File: config.mk
export PLATFORM = sky130hd
export DESIGN_NAME = rfd_queue
export DESIGN_NICKNAME = d
export VERILOG_FILES = /design/src/rtl/core/rfd_pkg.sv /design/src/rtl/core/rfd_queue.sv
export SDC_FILE = /design/constraint.sdc
export NUM_CORES = 1
export LEC_CHECK = 0
export BUFFER_PORTS_ARGS = -buffer_cell sky130_fd_sc_hd__buf_4
export CORE_ASPECT_RATIO = 0.6
export CORE_MARGIN = 4
export CORE_UTILIZATION = 38
export CTS_CLUSTER_DIAMETER = 100
export DETAILED_ROUTE_END_ITERATION = 10
export GPL_ROUTABILITY_DRIVEN = 0
export PLACE_DENSITY_LB_ADDON = 0.25
export SYNTH_ARGS = -nofsm -noshare
export SYNTH_HDL_FRONTEND = slang
export SYNTH_SLANG_ARGS = --single-unit
File: constraint.sdc
create_clock -name clk -period 3.35 [get_ports clk]
set_input_delay 0.5025 -clock clk [delete_from_list [all_inputs] [get_ports clk]]
set_output_delay 0.5025 -clock clk [all_outputs]
set_load 0.01 [all_outputs]
File: src/rtl/core/rfd_pkg.sv
package rfd_pkg;

	// frame length field width; the count saturates at all ones
	localparam int LENGTH_BITS     = 16;
	localparam int MIN_FRAME_WORDS = 4;

	localparam logic [7:0]  START_MARK   = 8'hA5;
	localparam logic [7:0]  SKIP_CHANNEL = 8'hFF;
	localparam logic [63:0] NS_PER_S     = 64'd1000000000;
	localparam logic [29:0] NS_PER_S_30  = 30'd1000000000;
	// the seconds window (1e9, 3e9) lies wholly below this, so only this test decides
	localparam logic [63:0] NS_THRESHOLD = 64'd1000000000000;

	// 1e9 = 2^9 * 5^9: shift out the power of two, then divide by 5^9 through a
	// reciprocal exact for every 55-bit dividend (shift 55 + 21)
	localparam int unsigned DIV_SHIFT   = 9;
	localparam logic [76:0] DIV_ODD     = 77'd1953125;
	localparam int unsigned RECIP_SHIFT = 76;
	localparam logic [76:0] RECIP_FULL  =
		((77'd1 << RECIP_SHIFT) + DIV_ODD - 77'd1) / DIV_ODD;
	localparam logic [55:0] RECIP       = RECIP_FULL[55:0];

	typedef struct packed {
		logic [31:0] data_word;
		logic        end_of_stream;
	} word_t;

	typedef struct packed {
		logic [7:0]             hdr_version;
		logic [7:0]             subsys_id;
		logic [7:0]             contributor_id;
		logic [63:0]            time_ns;
		logic [LENGTH_BITS-1:0] length_words;
	} desc_t;

	// closed frame waiting for the timestamp path
	typedef struct packed {
		logic [23:0]            first_word;
		logic [63:0]            stamp;
		logic [LENGTH_BITS-1:0] length;
	} frame_t;

	typedef struct packed {
		logic full;
		logic empty;
	} q_status_t;

endpackage

File: src/rtl/core/rfd_queue.sv
module rfd_queue #(
	parameter int DEPTH = 4
) (
	input  logic               clk,
	input  logic               arst_n,
	input  logic               push,
	input  rfd_pkg::frame_t    push_frame,
	input  logic               pop,
	output rfd_pkg::frame_t    head,
	output rfd_pkg::q_status_t status
);
	import rfd_pkg::*;

	// DEPTH of two or more
	localparam int PTR_W = $clog2(DEPTH);
	localparam int CNT_W = $clog2(DEPTH + 1);
	localparam logic [PTR_W-1:0] LAST = PTR_W'(DEPTH - 1);

	frame_t           entry_q [DEPTH];
	logic [PTR_W-1:0] wr_q, rd_q;
	logic [CNT_W-1:0] fill_q;

	assign status.full  = (fill_q == CNT_W'(DEPTH));
	assign status.empty = (fill_q == '0);
	assign head         = entry_q[rd_q];

	always_ff @(posedge clk or negedge arst_n) begin
		if (!arst_n) begin
			wr_q   <= '0;
			rd_q   <= '0;
			fill_q <= '0;
		end else begin
			if (push) wr_q <= (wr_q == LAST) ? '0 : wr_q + 1'b1;
			if (pop)  rd_q <= (rd_q == LAST) ? '0 : rd_q + 1'b1;
			unique case ({push, pop})
				2'b10:   fill_q <= fill_q + 1'b1;
				2'b01:   fill_q <= fill_q - 1'b1;
				default: fill_q <= fill_q;
			endcase
		end
	end

	always_ff @(posedge clk) begin
		if (push) entry_q[wr_q] <= push_frame;
	end

	a_no_overflow: assert property (@(posedge clk) disable iff (!arst_n)
		push |-> !status.full)
		else $error("push into full queue");

	a_no_underflow: assert property (@(posedge clk) disable iff (!arst_n)
		pop |-> !status.empty)
		else $error("pop from empty queue");

endmodule

==> results of run 1 <==
==> worst paths after layout <==
check,depth (start not counted),end,slack [ns],start
worst max-delay path,3,head[79],0.56,rd_q[0]
worst min-delay path,1,entry_q[0][67],0.17,push_frame[67]
worst max register to register,4,entry_q[2][11],1.28,wr_q[0]
worst min register to register,1,fill_q[2],0.51,fill_q[2]
max in group asynchronous,2,rd_q[0],2.85,arst_n
min in group asynchronous,2,rd_q[1],0.35,arst_n
==> cells by family after synthesis <==
group,share of synthesized area
and+or+nand+nor,0.003489
xor gates and xnor gates,0.001704
muxes,0.1540
AOI/OAI and AO/OA,0.0006492
buffers and inverters,0.01250
adders and majority gates,0.006167
DFF,0.8215
==> metrics by stage <==
stage	hold slack [ns]	util	cells	setup slack (ns)	total power (µW)
after global placement	0.3267	0.4484	1307	1.066	12280
after CTS	0.1319	0.4809	1380	0.4655	16820
after floorplan	0.2069	-	582	1.007	9992
final	0.1656	0.4809	1380	0.5582	16490
after global routing	0.1363	0.4809	1380	0.4069	17360
after detailed placement	0.3279	0.4484	1307	1.068	12310
==> synthesized netlist by cell type, types with 2 or more instances <==
| cell type | instances |
|---|---|
| edfxtp_1 | 416 |
| mux4_2 | 104 |
| buf_2 | 13 |
| dfrtp_1 | 7 |
| ha_1 | 6 |
| inv_1 | 6 |
| and2_1 | 4 |
| buf_8 | 4 |
| clkbuf_1 | 4 |
| buf_6 | 2 |
| mux2_2 | 2 |
| nor2_1 | 2 |
| o21ai_0 | 2 |
| xor2_1 | 2 |
==> critical path: stages (launching register included) <==
cell,delay (ns)
dfrtp_4,0.69
buf_4,0.32
mux4_2,0.56
buf_4,0.17
==> final cells by class <==
class                   instances  area, µm²  share of cell area
multi-input cells             129       2570              0.1350
clock inverters                24      225.2             0.01183
clock buffers                  48       1052             0.05527
repair buffers                228       1839             0.09662
inverters                       6      22.52            0.001183
flip-flops and latches        423      12670              0.6658
well taps                     522      653.1             0.03431
==> what timing repair did <==
action                    4_1_cts  5_1_grt
gates resized for setup         0        0
hold endpoints to repair        7        0
hold buffers                    1        0
==> power by group <==
part           internal [µW]  switching (µW)
Clock                   2560            1910
Combinational           2550            2380
Sequential              6780             310
Total                  11900            4600
==> state kept, by name, summed over array words and instances, names as in the netlist <==
| signal | count |
|---|---|
| entry_q | 416 |
| fill_q | 3 |
| rd_q | 2 |
| wr_q | 2 |
==> layer usage <==
metal	routed length (µm)	global-route usage	vias up	part of all wire
li1	-	-	3003	-
met1	14490	0.2101	3579	0.46
met2	14070	0.2096	162	0.45
met3	2208	0.04626	45	0.071
met4	441	0.02672	2	0.014
met5	12	0	-	0.00038
==> impl_metrics.ini, run 1 <==
[status]
status = complete, no violations

[clock_tree]
clk_pin_slew_worst_paths_ns = 0.07
cts_buffers = 40
cts_setup_buffers = 0
insertion_delay_ns = 0.54
clockRootBuffer = clkbuf_16
cts_tree = yes
cts_buffer_depth = 3
clock_sinks = 423
h-tree-depth = 2

[finish]
layout_common_cells = edfxtp_1 (416), buf_4 (217), mux4_2 (104), clkbuf_16 (41), buf_12 (10)
final_common_cell = edfxtp_1
layout.nets = 943
nFillCells = 3225
drive_above_1_share = 0.4627
insertedDiodeCount = 0
post-route-cell-area_mm2 = 0.01904
synthToLayoutAreaGrowth_pct = 23.46

[timing]
fin_crit_sh = 0.8334
finalHoldViolCount = 0
period_minus_slack_ns = 2.792
relSlewSlack = 0.4707
max_freq_ghz = 0.3582
rsz0062_at_grt = no
worst_slew_pin_slew_ns = 0.7940
slew_violations = 0
setup_viol = 0
final.setup.tns_ns = 0
skew_ns = 0.01190

[route]
drc = 0
wirelength_mm = 31.23
vias = 6791
routed_via_density = 4.921
drt_first_iter_violations = 460
drtAntennaViolNets = 0
wl_per_cell_um = 22.63
drtPass1Iterations = 5

[global_routing]
first_global_vias = 7281
grt-ovfl-total = 0
grt_usage = 0.1420
grt_pass1_wl_mm = 46.88
antenna_found_initial = 1
grt_max_degree = 105

[synth]
synthArstFlopShare = 0.01655
ys_warn_count = 0
synth_seq_area_share = 0.8215
syn_area_per_cell_um2 = 26.49
synth_fp_nets = 697
yosysTopAreaCellShare = 0.8101
synth.distinct_cells = 22
synthFlopType = edfxtp_1
synth_edf_count = 416
ys_top_cells_by_area = edfxtp_1 (81%), mux4_2 (15%), dfrtp_1 (1.1%), ha_1 (0.49%), buf_2 (0.42%)
ys_seq_elements = 423
yosysTopAreaCell = edfxtp_1
synth_area_mm2 = 0.01542
syn_inst = 582

[worst_setup_path]
critPathKind = reg2out
critPathArrivalTime_ns = 2.29
required_ns = 2.85
startpoint_type = flop
critPathMaxFanout = 19
end_kind = primary output

[power]
leakage_uw = 0.006464
power_density_mw_per_mm2 = 866.2
ir_drop_mv = 0.4038

[die]
ios = 214
initial_core_util = 0.3895
die_h_um = 164.0
coreArea_mm2 = 0.03959
die_x_um = 268.1
row_count = 56
die_area_mm2 = 0.04397

[min_path]
hp-class = in2reg

[flow_run]
drv_cap = 0

[place]
port_buffers = 213
place_area_mm2 = 0.01775
place_hpwl_mm = 18.65
Power figures use the tool's default switching activity.
==> run 2, diff against run 1 <==
==> constraint.sdc (replaced) <==
create_clock -name clk -period 2.92 [get_ports clk]
set_input_delay 0.438 -clock clk [delete_from_list [all_inputs] [get_ports clk]]
set_output_delay 0.438 -clock clk [all_outputs]
set_load 0.01 [all_outputs]
==> run 2 against run 1 <==
Compared with the run above:
- die area unchanged
- global-route usage is 0.34 points lower
- sequential cell count did not move
- cell count is 0.22% higher
- sequential share of layout area shrank 0.20 points
- worst setup slack got worse by 0.35 ns
- sequential power is 15% higher
- hold slack lost 0.055 ns
- core utilization grew 0.14 points
- power grew 14%
- clock-buffer cell count rose by 7
- critical path type unchanged
- critical endpoint is now head[63]
==> impl_metrics.ini, run 2 (synthesis gave the netlist of run 1 again) <==
[min_path]
hp-class = in2reg
hp-start = push_frame[37]

[route]
drtAntennaViolNets = 0
wirelength_mm = 30.36
drc = 0
vias = 6919
routed_via_density = 5.003
drtPass1Iterations = 4
wl_per_cell_um = 21.95
drt_first_iter_violations = 476

[timing]
setup_viol = 0
finalHoldViolCount = 0
worst_slew_pin_slew_ns = 0.6484
rsz0062_at_grt = no
max_freq_ghz = 0.3694
fin_crit_sh = 0.9271
slew_violations = 0
final.setup.tns_ns = 0
relSlewSlack = 0.5677
period_minus_slack_ns = 2.707
skew_ns = 0.01607

[finish]
final_common_cell = edfxtp_1
largest_registers = entry_q (416), fill_q (3)
layout.nets = 946
drive_above_1_share = 0.4563
largest_reg_flops = 416
layout_common_cells = edfxtp_1 (416), buf_4 (214), mux4_2 (104), clkbuf_16 (39), buf_12 (17)
synthToLayoutAreaGrowth_pct = 23.82
largest-register = entry_q

[worst_setup_path]
timing.rr.start = wr_q[0]
startpoint = rd_q[0]
reg2reg_slack_ns = 1.00
end_kind = primary output
endpoint = head[63]
critPathKind = reg2out
reg2reg_depth = 4
r2r-end = entry_q[0][36]
required_ns = 2.48
startpoint_type = flop
critPathMaxFanout = 26
critPathArrivalTime_ns = 2.27

[place]
place_hpwl_mm = 18.98
port_buffers = 213

[global_routing]
first_global_vias = 7386
grt_usage = 0.1386
grt_pass1_wl_mm = 45.61
grt-ovfl-total = 0
antenna_found_initial = 1
grt_max_degree = 46

[die]
row_count = 56
die_area_mm2 = 0.04397
die_h_um = 164.0
ios = 214
initial_core_util = 0.3895
die_x_um = 268.1
coreArea_mm2 = 0.03959

[clock_tree]
h-tree-depth = 2
cts-resized-gates = 0
cts_tree = yes
cts_buffer_depth = 3
cts_buffers = 39
clockRootBuffer = clkbuf_16
insertion_delay_ns = 0.52
clock_sinks = 423
clk_pin_slew_worst_paths_ns = 0.06

[power]
leakage_uw = 0.006463
power.total_uw = 18800
ir_drop_mv = 0.5443
power_density_mw_per_mm2 = 984.6

[flow_run]
drv_cap = 0

[status]
status = complete, no violations
==> run 2: per-stage QoR <==
stage | util | hold slack [ns] | instance area [µm²] | instances | setup WS [ns]
CTS | 0.4822 | 0.07723 | 19090 | 1381 | 0.1416
finish | 0.4823 | 0.1110 | 19090 | 1383 | 0.2128
detailed placement | 0.4513 | 0.2572 | 17870 | 1311 | 0.7227
global route | 0.4822 | 0.08164 | 19090 | 1381 | 0.07539
floorplan | - | 0.1424 | 15420 | 582 | 0.5766
global placement | 0.4513 | 0.2553 | 17870 | 1311 | 0.7257
==> run 2: area by class of cell <==
cell class / count / area [µm²]
fillers: 3182 / 20490
flip-flops and latches: 423 / 12670
multi-input cells: 129 / 2570
repair buffers: 232 / 1957
clock buffers: 55 / 1036
well taps: 522 / 653.1
clock inverters: 14 / 175.2
inverters: 6 / 22.52
diodes: 2 / 5.005
==> run 2: metal layers <==
| metal | part of all wire | track usage | up-vias |
|---|---|---|---|
| met3 | 0.064 | 0.04013 | 36 |
| met5 | 0.00066 | 0 | - |
| met2 | 0.48 | 0.2192 | 171 |
| met1 | 0.44 | 0.1949 | 3698 |
| met4 | 0.014 | 0.02816 | 2 |
| li1 | - | - | 3012 |
==> run 2: worst min path at each step <==
stage / slack [ns] / cells after the start / end
2_1_floorplan: 0.14 / 0 / fill_q[0]
3_3_place_gp: 0.26 / 1 / fill_q[2]
3_5_place_dp: 0.26 / 1 / fill_q[1]
4_1_cts: 0.08 / 1 / entry_q[2][34]
5_1_grt: 0.08 / 1 / entry_q[3][38]
6_report: 0.11 / 1 / entry_q[3][37]
==> run 2: power breakdown <==
| part | total (µW) | switching (µW) | internal, µW |
|---|---|---|---|
| Clock | 4900 | 2060 | 2840 |
| Combinational | 5750 | 2720 | 3030 |
| Sequential | 8150 | 378 | 7770 |
| Total | 18800 | 5160 | 13600 |
==> run 2: what timing repair did <==
action                                  CTS  global route
setup buffers                             0             0
endpoints found under the setup margin    0             0
endpoints found under the hold margin     7             0
hold buffers                              1             0
==> run 2: critical path, cell delays in order, from the launching register on <==
cell     delay, ns
dfrtp_4       0.68
buf_12        0.28
mux4_2        0.57
buf_4         0.17
==> run 3, diff against run 2 <==
==> constraint.sdc (replaced) <==
create_clock -name clk -period 3.5 [get_ports clk]
set_input_delay 0.525 -clock clk [delete_from_list [all_inputs] [get_ports clk]]
set_output_delay 0.525 -clock clk [all_outputs]
set_load 0.01 [all_outputs]
==> run 3 against run 2 <==
Compared with the run above:
- combinational power shrank 21%
- via count is 2.6% lower
- clock skew about the same
- worst setup slack gained 0.30 ns
- sequential share of layout area rose by 0.074 points
- first-iteration DRC count shrank 12%
- non-clock buffer count is 1 lower
- power down 16%
- clock power is 10% lower
==> impl_metrics.ini, run 3 (synthesis gave the netlist of run 1 again) <==
[status]
status = complete, no violations

[finish]
largest_reg_flops = 416
final_common_cell = edfxtp_1
multi_input_area_mm2 = 0.002570
layout.nets = 946
regArea_mm2 = 0.01267
largest_registers = entry_q (416), fill_q (3)
synthToLayoutAreaGrowth_pct = 23.69
largest-register = entry_q
drive_above_1_share = 0.4614
insertedDiodeCount = 0
nFillCells = 3194
layout_common_cells = edfxtp_1 (416), buf_4 (222), mux4_2 (104), clkbuf_16 (40), clkbuf_1 (9)

[die]
die_h_um = 164.0
ios = 214
coreArea_mm2 = 0.03959
row_count = 56
die_area_mm2 = 0.04397
initial_core_util = 0.3895
die_x_um = 268.1

[route]
routed_via_density = 4.893
vias = 6742
drc = 0
drtAntennaViolNets = 0
wl_per_cell_um = 21.88
drt_first_iter_violations = 418
wirelength_mm = 30.15
drtPass1Iterations = 4

[worst_setup_path]
required_ns = 2.97
startpoint_type = flop
r2r-end = entry_q[1][6]
critPathArrivalTime_ns = 2.46
reg2reg_slack_ns = 1.55
reg2reg_depth = 4
cpPeakStageDelay_ns = 0.78
timing.rr.start = wr_q[1]
crit_path_frequent_cell = buf_4
end_kind = primary output
startpoint = rd_q[0]
critPathKind = reg2out
path_cells = buf_4, mux4_2, buf_4
endpoint = head[57]
critPathMaxFanout = 24
slowest_stage = dfrtp_4

[timing]
whs_ns = 0.1935
finalHoldViolCount = 0
final.setup.tns_ns = 0
relSlewSlack = 0.5047
max_freq_ghz = 0.3352
rsz0062_at_grt = no
period_minus_slack_ns = 2.983
worst_slew_pin_slew_ns = 0.7430
skew_ns = 0.01567
setup_viol = 0
fin_crit_sh = 0.8524
slew_violations = 0

[min_path]
hp-start = push_frame[10]
hp-class = in2reg

[clock_tree]
insertion_delay_ns = 0.53
cts_buffer_depth = 3
cts_buffers = 40
cts_setup_buffers = 0
clockRootBuffer = clkbuf_16
cts_tree = yes
h-tree-depth = 2
clock_sinks = 423
clk_pin_slew_worst_paths_ns = 0.07

[global_routing]
grt_usage = 0.1368
grt_pass1_wl_mm = 45.28
grt-ovfl-total = 0
antenna_found_initial = 0
grt_max_degree = 71
first_global_vias = 7294

[flow_run]
drv_cap = 0

[place]
place_hpwl_mm = 18.68
port_buffers = 213

[power]
leakage_uw = 0.006476
ir_drop_mv = 0.4048
power_density_mw_per_mm2 = 829.9
[run 3: area by class of cell]
cell class	count	share of cell area
Clock buffer	49	0.05425
Clock inverter	18	0.01470
Inverter	6	0.001181
Multi-Input combinational cell	129	0.1348
Sequential cell	423	0.6646
Tap cell	522	0.03425
Timing Repair Buffer	231	0.09631
[run 3: layer usage]
metal	routed length [µm]	track usage
met1	13060	0.1869
met2	14640	0.2189
met3	2098	0.04507
met4	350	0.02577
met5	0	0
[run 3: power by group]
part	internal [µW]	switching (µW)	total (µW)
Clock	2620	1790	4410
Combinational	2410	2140	4550
Sequential	6490	381	6870
Total	11500	4310	15800
[run 3: through the flow]
stage                       util  instance area (µm²)  total power (µW)  worst slack, ns  cells
after floorplan                -                15420              9612         0.005507    582
after CTS                 0.4818                19070             16170           0.4010   1378
final                     0.4818                19070             15830           0.5166   1378
after global routing      0.4818                19070             16680           0.3080   1378
after detailed placement  0.4483                17750             11710            1.004   1310
after global placement    0.4483                17750             11650            1.021   1310
[run 3: how the worst min path moves through the flow]
stage,to,cells after the start
3_3_place_gp,rd_q[1],1
4_1_cts,entry_q[3][10],1
6_report,entry_q[3][10],1
3_5_place_dp,rd_q[1],1
2_1_floorplan,fill_q[0],0
5_1_grt,entry_q[3][10],1
[run 3: critical path, delay by kind of cell, from the launching register on]
kind	cells	cell delay [ns]
multiplexers	1	0.57
flip-flops	1	0.78
buffers and inverters	2	0.56
[run 3: repair_timing]
item	CTS	global route
hold buffers	1	0
hold endpoints to repair	7	0
resized for setup	0	0
