**config.mk**
```make
export PLATFORM = sky130hd
export DESIGN_NAME = rfd_front
export DESIGN_NICKNAME = d
export VERILOG_FILES = /design/src/rtl/core/rfd_pkg.sv /design/src/rtl/core/rfd_front.sv
export SDC_FILE = /design/constraint.sdc
export NUM_CORES = 1
export LEC_CHECK = 0
export BUFFER_PORTS_ARGS = -buffer_cell sky130_fd_sc_hd__buf_4
export CORE_ASPECT_RATIO = 1.1
export CORE_MARGIN = 3
export CORE_UTILIZATION = 40
export CTS_BUF_LIST = sky130_fd_sc_hd__clkbuf_4
export DETAILED_ROUTE_END_ITERATION = 16
export GPL_TIMING_DRIVEN = 0
export PLACE_DENSITY = 0.6
export SYNTH_ARGS = -nofsm -noshare
export SYNTH_HDL_FRONTEND = slang
export SYNTH_SLANG_ARGS = --single-unit
export TNS_END_PERCENT = 100
```
**constraint.sdc**
```tcl
create_clock -name clk -period 10.2 [get_ports clk]
set_input_delay 3.06 -clock clk [delete_from_list [all_inputs] [get_ports clk]]
set_output_delay 3.06 -clock clk [all_outputs]
set_load 0.005 [all_outputs]
```
**src/rtl/core/rfd_pkg.sv**
```systemverilog
package rfd_pkg;

	// frame length field width; the count saturates at all ones
	localparam int LENGTH_BITS     = 16;
	localparam int MIN_FRAME_WORDS = 4;

	localparam logic [7:0]  START_MARK   = 8'hA5;
	localparam logic [7:0]  SKIP_CHANNEL = 8'hFF;
	localparam logic [63:0] NS_PER_S     = 64'd1000000000;
	localparam logic [29:0] NS_PER_S_30  = 30'd1000000000;
	// the seconds window (1e9, 3e9) lies wholly below this, so only this test decides
	localparam logic [63:0] NS_THRESHOLD = 64'd1000000000000;

	// 1e9 = 2^9 * 5^9: shift out the power of two, then divide by 5^9 through a
	// reciprocal exact for every 55-bit dividend (shift 55 + 21)
	localparam int unsigned DIV_SHIFT   = 9;
	localparam logic [76:0] DIV_ODD     = 77'd1953125;
	localparam int unsigned RECIP_SHIFT = 76;
	localparam logic [76:0] RECIP_FULL  =
		((77'd1 << RECIP_SHIFT) + DIV_ODD - 77'd1) / DIV_ODD;
	localparam logic [55:0] RECIP       = RECIP_FULL[55:0];

	typedef struct packed {
		logic [31:0] data_word;
		logic        end_of_stream;
	} word_t;

	typedef struct packed {
		logic [7:0]             hdr_version;
		logic [7:0]             subsys_id;
		logic [7:0]             contributor_id;
		logic [63:0]            time_ns;
		logic [LENGTH_BITS-1:0] length_words;
	} desc_t;

	// closed frame waiting for the timestamp path
	typedef struct packed {
		logic [23:0]            first_word;
		logic [63:0]            stamp;
		logic [LENGTH_BITS-1:0] length;
	} frame_t;

	typedef struct packed {
		logic full;
		logic empty;
	} q_status_t;

endpackage

```
**src/rtl/core/rfd_front.sv**
```systemverilog
module rfd_front (
	input  logic              clk,
	input  logic              arst_n,
	input  logic              word_valid,
	output logic              word_stall,
	input  rfd_pkg::word_t    word,
	input  rfd_pkg::q_status_t q_status,
	output logic              push,
	output rfd_pkg::frame_t   push_frame
);
	import rfd_pkg::*;

	localparam logic [LENGTH_BITS-1:0] COUNT_MAX = '1;
	localparam logic [LENGTH_BITS-1:0] COUNT_MIN = LENGTH_BITS'(MIN_FRAME_WORDS);

	logic                   open_q;
	logic [LENGTH_BITS-1:0] count_q;
	logic [23:0]            first_q;
	logic [7:0]             chan_q;
	logic [31:0]            lo_q, hi_q;

	logic                   accept, start, eos;
	logic                   ok_prev, ok_cur;
	logic [LENGTH_BITS-1:0] count_t;
	logic [23:0]            first_t;
	logic [7:0]             chan_t;
	logic [31:0]            lo_t, hi_t;

	assign word_stall = q_status.full;
	assign accept     = word_valid && !q_status.full;
	assign start      = (word.data_word[31:24] == START_MARK);
	assign eos        = word.end_of_stream;

	// open frame with the current word taken in
	always_comb begin
		first_t = first_q;
		chan_t  = chan_q;
		lo_t    = lo_q;
		hi_t    = hi_q;
		if (count_q == LENGTH_BITS'(0)) begin
			first_t = word.data_word[23:0];
		end else if (count_q == LENGTH_BITS'(1)) begin
			chan_t = word.data_word[31:24];
		end else if (count_q == LENGTH_BITS'(2)) begin
			lo_t = word.data_word;
		end else if (count_q == LENGTH_BITS'(3)) begin
			hi_t = word.data_word;
		end
		count_t = (count_q != COUNT_MAX) ? count_q + 1'b1 : count_q;
	end

	assign ok_prev = (count_q >= COUNT_MIN) && (chan_q != SKIP_CHANNEL);
	assign ok_cur  = (count_t >= COUNT_MIN) && (chan_t != SKIP_CHANNEL);

	// a start word closes the frame before it; otherwise end of stream closes
	// the frame including this word
	assign push = accept && open_q && (start ? ok_prev : (eos && ok_cur));

	always_comb begin
		if (start) begin
			push_frame.first_word = first_q;
			push_frame.stamp      = {hi_q, lo_q};
			push_frame.length     = count_q;
		end else begin
			push_frame.first_word = first_t;
			push_frame.stamp      = {hi_t, lo_t};
			push_frame.length     = count_t;
		end
	end

	always_ff @(posedge clk or negedge arst_n) begin
		if (!arst_n) begin
			open_q  <= 1'b0;
			count_q <= '0;
		end else if (accept) begin
			priority if (eos) begin
				open_q  <= 1'b0;
				count_q <= '0;
			end else if (start) begin
				open_q  <= 1'b1;
				count_q <= LENGTH_BITS'(1);
			end else if (open_q) begin
				count_q <= count_t;
			end
		end
	end

	always_ff @(posedge clk) begin
		if (accept) begin
			if (start) begin
				first_q <= word.data_word[23:0];
			end else if (open_q) begin
				first_q <= first_t;
				chan_q  <= chan_t;
				lo_q    <= lo_t;
				hi_q    <= hi_t;
			end
		end
	end

	a_push_long: assert property (@(posedge clk) disable iff (!arst_n)
		push |-> (push_frame.length >= COUNT_MIN))
		else $error("frame queued with too few words");

	a_eos_closes: assert property (@(posedge clk) disable iff (!arst_n)
		(accept && eos) |=> (!open_q && count_q == '0))
		else $error("frame still open after end of stream");

endmodule

```
==> results.txt, run 1 <==
- Mean number of vias per cell: 5.30
- The number of setup buffers added after CTS is 0.
- Slowest stage cell, crit path: sky130_fd_sc_hd__or4b_1
- In this run the number of H-tree levels came out at 4.
* Required time of the worst setup path: 7.14 ns
- Largest clock skew in the final design: 0.0176 ns
- Reported max-cap violation count: 0
- Synth Register Bits: 113
- For this design the top-level I/O count stands at 144.
- Seq/Total Area, Yosys: 0.468
* Status: finished clean
* Starting utilization of the core area: 0.411
- Once placement completed, the tool counted placed cells totaling 914.
- From bottom edge to top edge, the die measures 145 um.
* Leakage power: 0.00347 uW
- Top layer used by detailed routing: met4
- Count of warnings emitted by yosys: 0
- The worst setup path is launched from an input pin.
- Largest voltage drop on the vdd net: 0.0580 mV
- Detailed placement finished with a half-perimeter wire length of 12800 um.
- For this block, the routed nets add up to 18000 um of wire.
* Area of the core region: 17200 um2
* Post-synthesis cell type count: 54
- Global routing finished with a remaining overflow of 0.
* I/O Buffers: 142
- Worst endpoint data arrival time: 5.06 ns
- Final routed wire length divided by cell count: 19.0 um
* Hold-fix buffer count after cts: 0
- Post-Syn Nets: 578
- Number of remaining DRC errors: 0
* Iteration-0 DRC Markers: 318
* Post-layout net count: 741
- Die span in x: 133 um
* Largest delay share family, worst path: simple AND/OR/NAND/NOR gates
* Worst Setup Slack post-DPL: 2.07 ns
- In this run the cell area of the synthesized design comes to 7070 um2.
- The routed design uses 8530 um of met2 wire.
- Maximum fanout along the worst path: 7
- The worst hold path begins at first_q[17].
- Mean area per synthesized cell: 13.2 um2
- Crit path to: push
- Measured in cells, the most critical reg-to-reg path has a length of 7.
* Worst setup path startpoint: word[31]
- Setup repair after global routing left no endpoint under its margin.
- Together, buffers and inverters on the worst path number 3.
* Post-DRT Antenna Nets: 0
- The cell that appears most often on the critical path is sky130_fd_sc_hd__buf_4.
- Fraction of final layout cells with drive strength greater than 1: 0.569
* Number of standard cells in the final layout excluding fillers: 947
- Synthesis produced 536 cells.
- In this run, CTS created clock tree buffers numbering 17.
- Fmax achieved: 123 MHz
* First-pass GRT wire length: 28200 um
- Worst Hold Margin: 0.585 ns
- Critical Path Stages: 9
- Counting I/O delays and the setup requirement, the final critical path takes 8.12 ns.
- Relative slew margins: 0.324
- CTS placed an instance of sky130_fd_sc_hd__clkbuf_4 at the clock tree root.
- Area Growth Syn to Fin: 24.2%
* Power per standard cell area: 104 nW/um2
* Worst-skew pair later-pin latency: 0.52 ns
* Cells along the critical path: buf_4 > nor4_1 > nand2b_1 > buf_2 > or4b_1 > nand3_1 > nor4b_1 > a32oi_1 > buf_4
* Largest net degree at the start of global routing: 27
- Most common library cell in the layout ignoring fill and taps: sky130_fd_sc_hd__buf_4
- The number of hold violations in the final report came to 0.
- The worst hold path belongs to the class flip-flop to flip-flop.
- After filler insertion, the fill cell instance count of the layout stands at 1577.
- The detailed router placed 5021 vias in this run.
- Across all setup checks in the final design, the least slack found is 2.08 ns.
* Setup slack on the worst flop-to-flop path: 7.69 ns
- In the global route stage, overall resource usage came out at 0.186.
- Slew Limit Fails: 0
* Max Root-Sink Buffers: 2
- The clock net in this run drives a total of 113 sinks.
- Setup-failing EPs final: 0
* Number of antenna violations at the first check in global routing: 1
- Top library cells by usage in the layout, fill and taps aside: 149 x sky130_fd_sc_hd__buf_4, 124 x sky130_fd_sc_hd__mux2_2, 96 x sky130_fd_sc_hd__edfxtp_1, 52 x sky130_fd_sc_hd__mux2_4, 28 x sky130_fd_sc_hd__nand2_1
- Crit Path Category: input pin to output pin
- The die covers 19300 um2.
- CP endpoint kind: output pin
* Detailed route wirelength on metal3: 947 um
* Slew at the pin with the worst max-slew slack: 1.01 ns
- The first detailed-routing pass took 4 iterations.
- Placer congestion estimate: 0.922
* Placement row count: 50
* TritonCTS clock tree: built
- Post-route fraction of the period consumed by the critical path: 0.796
- Critical register-to-register path endpoint: lo_q[9]
- WL met1: 8280 um
- The via count of the first global-routing pass was 5078.
* Slowest stage delay, CP: 0.60 ns
* Post-CTS clock slew at the launch and capture registers of the worst setup and hold paths: 0.10 ns
- Reg2reg start: count_q[8]
* Post-cts sizing count: 0
==> kinds of logic after synthesis <==
kind of cell | synth area share
compound gates | 0.0591
xor+xnor | 0.0186
fa+ha+maj | 0.00708
buf+inv | 0.0435
flops | 0.468
mux | 0.311
simple gates | 0.0932
==> per-stage QoR <==
| step | area [um2] | power (uW) | setup TNS [ns] | util |
|---|---|---|---|---|
| after detailed placement | 8490 | 567 | 0 | 0.493 |
| final | 8780 | 911 | 0 | 0.511 |
| after floorplan | 7070 | 529 | 0 | - |
| after global placement | 8430 | 566 | -1.90 | 0.490 |
| after CTS | 8780 | 924 | 0 | 0.510 |
| after global routing | 8780 | 949 | 0 | 0.511 |
==> layer usage <==
metal	global-route usage	vias to the layer above
li1	-	2365
met1	0.250	2477
met2	0.296	160
met3	0.0446	19
met4	0.0619	0
met5	0	-
==> worst min-delay path by stage <==
stage,endpoint,cells after the start
3_5_place_dp,first_q[0],1
5_1_grt,first_q[12],1
2_1_floorplan,first_q[0],1
4_1_cts,first_q[1],1
6_report,first_q[17],1
3_3_place_gp,first_q[8],1
==> layout make-up <==
class                           instances  area (um2)  area share
Multi-Input combinational cell        377        3470       0.395
Sequential cell                       113        3310       0.377
Timing Repair Buffer                  144        1110       0.126
Buffer                                 42         293      0.0333
Tap cell                              234         293      0.0333
Clock buffer                           21         158      0.0179
Clock inverter                         11         139      0.0158
Inverter                                4        15.0     0.00171
Antenna cell                            1        2.50    0.000285
==> power breakdown <==
| group | total, uW | internal, uW | switching [uW] |
|---|---|---|---|
| registers | 497 | 497 | 0.437 |
| clock network | 355 | 179 | 176 |
| logic | 58.8 | 31.7 | 27.2 |
==> sequential cells by signal (all words and copies together), names as in the netlist <==
name / cells
chan_q: 8
open_q: 1
first_q: 24
lo_q: 32
hi_q: 32
count_q: 16
==> Yosys cell counts (all sizes together) <==
master	instances	area, um2
a31o	2	17.5
nor3	5	35.0
a21oi	10	50.1
ha	4	50.1
a22o	8	70.1
and2	3	18.8
o22a	1	8.76
and3b	1	8.76
and4	1	8.76
nor2b	3	18.8
o21a	2	15.0
buf	38	277
edfxtp	96	2880
a211oi	1	7.51
or2	2	12.5
o211ai	1	7.51
nand3	9	45.0
or4b	1	10.0
nand4	11	75.1
nor4	7	101
o41ai	1	8.76
mux2	176	2180
mux2i	2	20.0
a41oi	1	8.76
xor2	5	43.8
o31ai	5	37.5
or3	3	18.8
nor3b	1	7.51
inv	4	15.0
a31oi	6	37.5
nand2b	2	12.5
and4b	1	10.0
clkbuf	4	16.3
nand2	30	128
xnor2	10	87.6
nor4b	1	8.76
and3	5	31.3
a32oi	2	17.5
a21o	2	15.0
o22ai	1	6.26
o21ai	22	110
dfrtp	17	425
nor2	29	109
(Power assumes the default switching activity.)
==> run 2: changes to the inputs <==
--- a/config.mk
+++ b/config.mk
@@ -12,7 +12,7 @@
 export CTS_BUF_LIST = sky130_fd_sc_hd__clkbuf_4
 export DETAILED_ROUTE_END_ITERATION = 16
 export GPL_TIMING_DRIVEN = 0
-export PLACE_DENSITY = 0.6
+export PLACE_DENSITY = 0.57
 export SYNTH_ARGS = -nofsm -noshare
 export SYNTH_HDL_FRONTEND = slang
 export SYNTH_SLANG_ARGS = --single-unit
==> constraint.sdc (replaced) <==
create_clock -name clk -period 7.7 [get_ports clk]
set_input_delay 2.31 -clock clk [delete_from_list [all_inputs] [get_ports clk]]
set_output_delay 2.31 -clock clk [all_outputs]
set_load 0.005 [all_outputs]
==> run 2 against run 1 <==
  * Clock power down 3%
  * Worst hold slack worse by 0.0038 ns
  * Clock skew down 0.0039 ns
  * Die area unchanged
  * Sequential share of layout area up 0.36 points
  * Worst setup slack worse by 0.97 ns
  * Critical endpoint unchanged
  * Highest routed layer unchanged
  * Count of clock-buffer cells in the layout down 2
  * Non-clock buffer count up 1
  * Total power up 19%
  * Register-to-register slack worse by 2.5 ns
  * Combinational power up 32%
  * Largest cell class unchanged
  * Routed wire length down 1.4%
==> results.txt, run 2 (synthesized netlist as in run 1, its figures left out) <==
- In this run the critical register-to-register path is launched from count_q[0].
* I/O Buffers: 142
- In this run the power density over the cells is 124 nW/um2.
- Via count of the first global-routing pass: 5031
* Slew Limit Fails: 0
* Post-layout net count: 742
* Area of the multi-input gates: 3470 um2
- Setup-failing EPs final: 0
* Largest net degree at the start of global routing: 33
- In this run the standard cell core region covers 17200 um2.
- Once placement completed, the tool counted placed cells totaling 915.
* Final global-route overflow total: 0
* Top library cells by usage in the layout, fill and taps aside: 149 x sky130_fd_sc_hd__buf_4, 124 x sky130_fd_sc_hd__mux2_2, 96 x sky130_fd_sc_hd__edfxtp_1, 52 x sky130_fd_sc_hd__mux2_4, 28 x sky130_fd_sc_hd__nand2_1
- Across every metal layer, demand over resource in global routing totals 0.182.
- Detailed placement HPWL: 12800 um
* Post-route minimum period: 6.59 ns
- Placer congestion estimate: 0.903
* Required time of the worst setup path: 5.39 ns
- The count of nets left with antenna violations once routing finished came out at 0.
- The filler cells instantiated in the layout total 1572.
- Clock skew on the completed layout was measured at 0.0137 ns.
* Largest voltage drop on the vdd net: 0.0812 mV
- Maximum fanout along the worst path: 7
- Post-route fraction of the period consumed by the critical path: 0.856
- TritonCTS built the clock tree.
- Post CTS Setup Buffer Count: 0
* Worst endpoint data arrival time: 4.28 ns
- Core utilization of the finished layout: 0.506
* First-pass GRT wire length: 27800 um
- In the final layout, the registers with the most flip-flops are hi_q (32), lo_q (32), first_q (24).
* Post-CTS clock slew at the launch and capture registers of the worst setup and hold paths: 0.09 ns
- The die is 133 um wide.
* Number of antenna violations at the first check in global routing: 1
- Summing all flip-flop and latch instances after layout gives 3310 um2.
- Timing would allow up to 152 MHz.
- Clock tree synthesis inserted a total of 17 buffers.
- Final routed wirelength across all metal layers: 17800 um
- Row generation in the floorplan step produced 50 rows.
- Status: finished clean
- Setup repair after global routing left no endpoint under its margin.
- Slew at the pin with the worst max-slew slack: 1.00 ns
- Summed over all cells, the static leakage comes to 0.00342 uW.
- The H-tree was split into 4 levels.
- Final routed wire length divided by cell count: 18.8 um
- Die footprint: 19300 um2
- Number of remaining DRC errors: 0
- Number of standard cells in the final layout excluding fillers: 945
- The worst setup path is launched from an input pin.
* Worst-skew pair later-pin latency: 0.52 ns
- STA classifies the critical path endpoint as an output pin.
- The number of hold violations in the final report was 0.
- Hold-fix buffer count after cts: 0
- The worst pin sits at a relative slew slack of 0.325.
- Fraction of final layout cells with drive strength greater than 1: 0.562
* Crit Path Category: input pin to output pin
- Max Root-Sink Buffers: 2
- The die is 145 um tall.
- After clock tree synthesis, the repair step resized 0 gates.
* Mean number of vias per cell: 5.27
- Number of iterations in the first detailed-routing pass: 4
- In this run the most critical hold path is launched from first_q[8].
- The critical path starts at word[31].
- The initial utilization of the core area, before any placement, comes to 0.411.
* Area Growth Syn to Fin: 23.1%
- Reported max-cap violation count: 0
* Most common library cell in the layout ignoring fill and taps: sky130_fd_sc_hd__buf_4
- The clock drives 113 sinks.
- Io pins: 144
- CTS placed an instance of sky130_fd_sc_hd__clkbuf_4 at the clock tree root.
- Iteration-0 DRC Markers: 290
* HP Class: flip-flop to flip-flop
- The routed layout has 4983 vias.
## run 2: path summary, 6_finish.rpt
path	to	slack (ns)	cells after the start
setup reg to reg	count_q[0]	5.20	9
hold / removal	first_q[8]	0.58	1
setup / recovery	push	1.11	9
hold reg to reg	first_q[8]	0.58	1
min in group asynchronous	count_q[6]	1.64	1
max in group asynchronous	count_q[15]	5.85	1
## run 2: critical path, stage by stage
cell	delay, ns
sky130_fd_sc_hd__buf_4	0.15
sky130_fd_sc_hd__nor4_1	0.36
sky130_fd_sc_hd__nand2b_1	0.08
sky130_fd_sc_hd__buf_2	0.20
sky130_fd_sc_hd__or4b_1	0.59
sky130_fd_sc_hd__nand3_1	0.11
sky130_fd_sc_hd__nor4b_1	0.05
sky130_fd_sc_hd__a32oi_1	0.26
sky130_fd_sc_hd__buf_4	0.16
## run 2: layer usage
layer | wire [um] | track usage | vias up
li1 | - | - | 2371
met1 | 8350 | 0.251 | 2442
met2 | 8190 | 0.283 | 150
met3 | 948 | 0.0439 | 20
met4 | 275 | 0.0582 | 0
met5 | 0 | 0 | -
## run 2: where the power goes
| group | internal (uW) | switching [uW] | total [uW] |
|---|---|---|---|
| Sequential | 658 | 0.682 | 659 |
| Clock | 122 | 224 | 346 |
| Combinational | 42.0 | 35.4 | 77.4 |
## run 2: final cells by class
cell class / instances / share of cell area
multi-input combinational: 377 / 0.398
sequential: 113 / 0.380
antenna: 1 / 0.000288
timing repair buffer: 145 / 0.130
clock buffer: 19 / 0.0164
buffer: 42 / 0.0336
clock inverter: 10 / 0.00561
inverter: 4 / 0.00173
tap: 234 / 0.0336
## run 2: through the flow
| stage | TNS, ns | instance area, um2 | hold WS (ns) | setup WS, ns | power [uW] |
|---|---|---|---|---|---|
| floorplan | 0 | 7070 | 0.544 | 0.434 | 700 |
| global placement | -1.07 | 8430 | 0.556 | -1.07 | 749 |
| detailed placement | 0 | 8510 | 0.561 | 1.15 | 751 |
| CTS | 0 | 8700 | 0.584 | 1.12 | 1090 |
| global route | 0 | 8700 | 0.601 | 0.934 | 1130 |
| finish | 0 | 8700 | 0.581 | 1.11 | 1080 |
